[config.mk]
export PLATFORM = sky130hd
export DESIGN_NAME = wpd_store
export DESIGN_NICKNAME = d
export VERILOG_FILES = /design/src/hw/rtl/wpd_pkg.sv /design/src/hw/rtl/wpd_store.sv
export SDC_FILE = /design/constraint.sdc
export NUM_CORES = 2
export LEC_CHECK = 0
export ABC_CLOCK_PERIOD_IN_PS = 6850
export BUFFER_PORTS_ARGS = -buffer_cell sky130_fd_sc_hd__buf_4
export CORE_MARGIN = 2
export CORE_UTILIZATION = 48
export CTS_CLUSTER_SIZE = 28
export DETAILED_ROUTE_END_ITERATION = 16
export PLACE_DENSITY_LB_ADDON = 0.15
export SKIP_CTS_REPAIR_TIMING = 1
export SYNTH_ARGS = -nofsm -noshare
export SYNTH_HDL_FRONTEND = slang
export SYNTH_SLANG_ARGS = --single-unit
export TNS_END_PERCENT = 20
[constraint.sdc]
create_clock -name i_clk -period 6.85 [get_ports i_clk]
set_input_delay 0.3425 -clock i_clk [delete_from_list [all_inputs] [get_ports i_clk]]
set_output_delay 0.3425 -clock i_clk [all_outputs]
set_load 0.02 [all_outputs]
[src/hw/rtl/wpd_pkg.sv]
// ============================================================================
// Weighted pool draw package
// Shared types, command and status codes, and sizing constants for the
// weighted pool draw unit.
// ============================================================================
package wpd_pkg;

    localparam int POOL_DEPTH_DEF = 64;
    localparam int SUM_W          = 38;
    localparam int VAL_W          = 32;
    localparam int WGT_W          = 32;
    localparam int CNT_OUT_W      = 7;

    localparam logic [2:0] CMD_CLEAR    = 3'd0;
    localparam logic [2:0] CMD_APPEND   = 3'd1;
    localparam logic [2:0] CMD_PICK_U   = 3'd2;
    localparam logic [2:0] CMD_TAKE_U   = 3'd3;
    localparam logic [2:0] CMD_PICK_W   = 3'd4;
    localparam logic [2:0] CMD_TAKE_W   = 3'd5;

    localparam logic [1:0] ST_OK    = 2'd0;
    localparam logic [1:0] ST_EMPTY = 2'd1;
    localparam logic [1:0] ST_RANGE = 2'd2;
    localparam logic [1:0] ST_FULL  = 2'd3;

    typedef struct packed {
        logic [2:0]              cmd;
        logic signed [VAL_W-1:0] entry_value;
        logic [WGT_W-1:0]        entry_weight;
        logic [SUM_W-1:0]        draw;
    } t_item;

    typedef struct packed {
        logic signed [VAL_W-1:0] chosen_value;
        logic [1:0]              status;
        logic [CNT_OUT_W-1:0]    remaining_count;
        logic [SUM_W-1:0]        total_weight;
    } t_result;

    typedef struct packed {
        logic signed [VAL_W-1:0] value;
        logic [WGT_W-1:0]        weight;
    } t_entry;

    typedef enum logic {
        ALU_ADD,
        ALU_SUB
    } t_alu_op;

    typedef struct packed {
        logic [SUM_W:0] sum;
        logic           lt;
    } t_alu_res;

    typedef enum logic [2:0] {
        S_IDLE,
        S_EXEC,
        S_UREAD,
        S_SCAN,
        S_LREAD
    } t_state;

endpackage

[src/hw/rtl/wpd_store.sv]
// ============================================================================
// Weighted pool draw entry store
// Single write port, single registered read port memory holding the value
// and weight pairs of the pool.
// ============================================================================
module wpd_store #(
    parameter int DEPTH = wpd_pkg::POOL_DEPTH_DEF,
    parameter int IW    = $clog2(wpd_pkg::POOL_DEPTH_DEF)
) (
    input  logic            i_clk,
    input  logic            i_we,
    input  logic [IW-1:0]   i_waddr,
    input  wpd_pkg::t_entry i_wdata,
    input  logic [IW-1:0]   i_raddr,
    output wpd_pkg::t_entry o_rdata
);
    import wpd_pkg::*;

    t_entry r_mem [DEPTH];
    t_entry r_rdata;

    always_ff @(posedge i_clk) begin
        if (i_we) begin
            r_mem[i_waddr] <= i_wdata;
        end
    end

    always_ff @(posedge i_clk) begin
        r_rdata <= r_mem[i_raddr];
    end

    assign o_rdata = r_rdata;

endmodule

# Word level (Yosys, flattened, before mapping)
# Memory sizes are Yosys's and may differ from the RTL's. A register that Yosys moved wholly into a read port is not among the register bits.
# Cells that the tools add are included.
[totals] memories=1 input_bits=78 ramBits=4096 elab_cells=3 output_inout_bits=64 reg_bits=0
[memory_table] name="r_mem" depth=64 width=64 rd=1 rd_clocked_by_memory_dff=1 write_ports=1 line_no="wpd_store.sv:19" text="t_entry r_mem [DEPTH];"
[classes] n_mux=2
[ops] cell="$mux 1" count=2

# Longest topological paths before layout
[depth] word_depth=2 mapped_depth=9 ltp_nobuf=5

# Worst setup path before layout
# No wires, ideal clock.
[synth_timing] path_kind="in2reg" start="input port i_waddr[3]" end="memory r_mem[48][0] (netlist bit), enable pin" cell_stages=4 required_ns=6.286 path_buffers=1 arrival_ns=5.214 setup_time_ns=0.564 setup_slack_ns=1.072 path_cell_list="clkbuf_1 -> nor2b_1 -> nand4b_1 -> nor3_1"
[synth_rtl] element="from (decl)" line_no="wpd_store.sv:12" text="input logic [IW-1:0] i_waddr,"
[synth_rtl] element="to (decl)" line_no="wpd_store.sv:19"
# Straight into the memory's write port.

==> results by group <==
Status
  • Status: finished clean

Detailed routing
  • Via density per instance: around 6.4
  • Final WL: between 400,000 and 500,000 um
  • First DRT Iteration DRCs: approximately 9,300
  • DRT Pass-1 Iters: 6
  • Routed len/inst: 37.4 um
  • Drt drc: 0
  • Detail Route Antenna Nets: 0
  • DR vias: about 75,000

Finish
  • Fill cells: ~24,000
  • Layout cells sized above 1: 0.279
  • P&R area growth vs syn: 13.7%
  • Final Non-Filler Cells: 11,732
  • Nets: around 7,100
  • Multi-input gate area: ~0.031 mm^2
  • Register area: around 0.12 mm^2

Die
  • Die H: roughly 570 um
  • DIE WIDTH: approximately 570 um
  • Die area: 0.330 mm^2
  • Core ar.: between 0.3 and 0.4 mm^2
  • Initial Util: 0.482
  • FP Rows: approximately 210
  • I/O pin total: ~140

Clocking
  • CTS H-tree lvls: 5
  • Clock sink count: around 4,200
  • Worst-skew pair later-pin latency: 0.99 ns
  • Clock transition at the registers of the reported paths: about 0.060 ns
  • Clock Tree Root: clkbuf_16
  • Num CTS Buffers: 418
  • CTS tree: built
  • Max Root-Sink Buffers: 4

Yosys
  • EDFF count, synth: around 4,100
  • Synth Register Bits: between 4,000 and 5,000
  • Synthesized cell area: 0.156 mm^2
  • Synth top area cells: edfxtp_1, mux4_2, mux2i_1
  • Post-synth top cells: edfxtp_1, mux4_2, buf_2, a22oi_1, clkbuf_1
  • Synthesis warning total: 0
  • Post-synthesis net count: about 6,700
  • Ys flop type: edfxtp_1
  • Syn_area_per_cell: 23.7 um^2
  • Top-area cell type share of the netlist area: 0.787
  • Area leader, netlist: edfxtp_1
  • Yosys cell types: 33
  • Cells after Synth: about 6,600
  • Async SR Flop Fraction: 0
  • Sequential fraction of the synthesis area: 0.795
  • Count leader, synth: edfxtp_1

Min path
  • HP Class: in -> reg

Critical path
  • Worst EP required: around 7.7 ns
  • CP startpoint kind: input port
  • Maximum net fanout on the critical path: 63
  • CP arrival: 3.62 ns
  • CP endpoint kind: register
  • Setup CP Type: in -> reg

Power and ir drop
  • Logic pwr share: 0.047
  • VDD IR-drop max: ~0.00028 V
  • Leakage Power: 55.3 nW
  • Sequential fraction of design power: 0.530
  • Power share of the clock group: 0.423
  • Switching portion of total power: 0.212
  • Switching Power: roughly 11 mW
  • Cell internal pwr: roughly 42 mW
  • Pwr dens: ~300 mW/mm^2

GRT
  • Vias in the first global route: ~75,000
  • First-pass GRT wire length: a little over 600,000 um
  • GRT met2 Usage: 0.430
  • GRT met1 Usage: 0.377
  • Largest net degree at the start of global routing: 101
  • Busiest grt layer: met2
  • GRT Residual Overflow: 0
  • Global-route usage over all layers: 0.264
  • Initial antenna violation count: 32
  • M3 GR Usage: 0.0368

Timing
  • Final hold violations: 0
  • Setup Skew: around 0.067 ns
  • Min Tclk post-route: roughly 2.8 ns
  • Sum Neg Setup Slack: 0 ns
  • Worst hold slack: between 0.04 and 0.05 ns
  • Slew headroom: 0.116
  • Fmax: about 350 MHz
  • RSZ-0062 raised after global routing: false
  • Final critical-path share of the clock period: 0.413
  • Worst-Margin Slew: around 1.3 ns
  • Slew Limit Fails: 0
  • Final setup violation count: 0

Run
  • # Max-Cap Violations: 0

Placed design
  • DP HPWL: ~230,000 um
  • Buffers on Ports: 141
  • Number of cells in the design after placement: 10,887
  • Final GP Congestion: ~0.78
[per-stage QoR]
step | worst slack (ns) | power, mW | utilization | area, um^2
3_5_place_dp | 3.08 | 31.4 | 0.504 | 164000
2_1_floorplan | 1.07 | 30.2 | - | 156000
4_1_cts | 4.11 | 53.8 | 0.546 | 177000
3_3_place_gp | 3.10 | 31.3 | 0.504 | 164000
5_1_grt | 3.93 | 54.9 | 0.548 | 178000
6_report | 4.02 | 53.5 | 0.548 | 178000
[path summary, 6_finish.rpt]
| kind | depth (start not counted) | slack [ns] | endpoint | startpoint |
|---|---|---|---|---|
| hold reg to reg | 4 | 0.84 | o_rdata[42]$_DFF_P_ | r_mem[46][42]$_DFFE_PP_ |
| hold / removal | 3 | 0.05 | r_mem[48][18]$_DFFE_PP_ | i_waddr[1] |
| setup / recovery | 8 | 4.02 | o_rdata[22]$_DFF_P_ | i_raddr[2] |
| setup reg to reg | 5 | 4.44 | o_rdata[13]$_DFF_P_ | r_mem[51][13]$_DFFE_PP_ |
[worst max-delay path, cell delays in order]
cell and delay (ns):
buf_8 0.43, buf_4 0.72, buf_4 0.78, mux4_2 0.40, mux2i_1 0.22, nand2_1 0.09
a31oi_1 0.35, a211oi_1 0.08
[area by class of cell]
| type | count | area share |
|---|---|---|
| Timing Repair Buffer | 398 | 0.0204 |
| Multi-Input combinational cell | 2049 | 0.173 |
| Clock inverter | 217 | 0.0122 |
| Inverter | 19 | 0.000401 |
| Tap cell | 4325 | 0.0304 |
| Antenna cell | 8 | 0.000113 |
| Sequential cell | 4160 | 0.699 |
| Clock buffer | 556 | 0.0641 |
[power by group through the flow]
stage	Combinational, mW	Sequential, mW	Clock (mW)
2_1_floorplan	1.31	28.8	0
3_3_place_gp	2.47	28.9	0
3_5_place_dp	2.50	28.9	0
4_1_cts	2.50	28.3	22.9
5_1_grt	2.66	28.3	23.9
6_report	2.51	28.3	22.6
[per-layer routing]
layer | wire, um | share of wire
met4 | 12900 | 0.029
met3 | 32800 | 0.075
met2 | 215000 | 0.49
met5 | 40 | 0.000091
met1 | 178000 | 0.41
[state kept, by name, indices dropped and copies added, names as in the netlist]
register,flops
r_mem,4096
o_rdata,64
[cell families (layout without fill, tap and decap cells)]
family,Yosys count,in the layout,synth area share
flops,4160,4160,0.795
other cells,0,8,0
buf+inv,389,1190,0.0118
compound gates,504,504,0.0248
simple gates,386,386,0.0124
mux,1159,1159,0.156
[cells in the final DEF (no fill, tap or decap), types with 65 or more instances in the layout]
cell       Yosys  final
edfxtp_1    4096   4096
mux4_2      1024   1024
mux2i_1      135    135
clkbuf_1     140    104
a22o_1        88     88
clkbuf_16      0    425
buf_4         34    295
clkinv_1       0     71
a22oi_1      168    168
nor2_4         0     65
o22ai_1       83     83
clkinv_2       0     84
No activity file was read; power rests on OpenSTA's default activity.
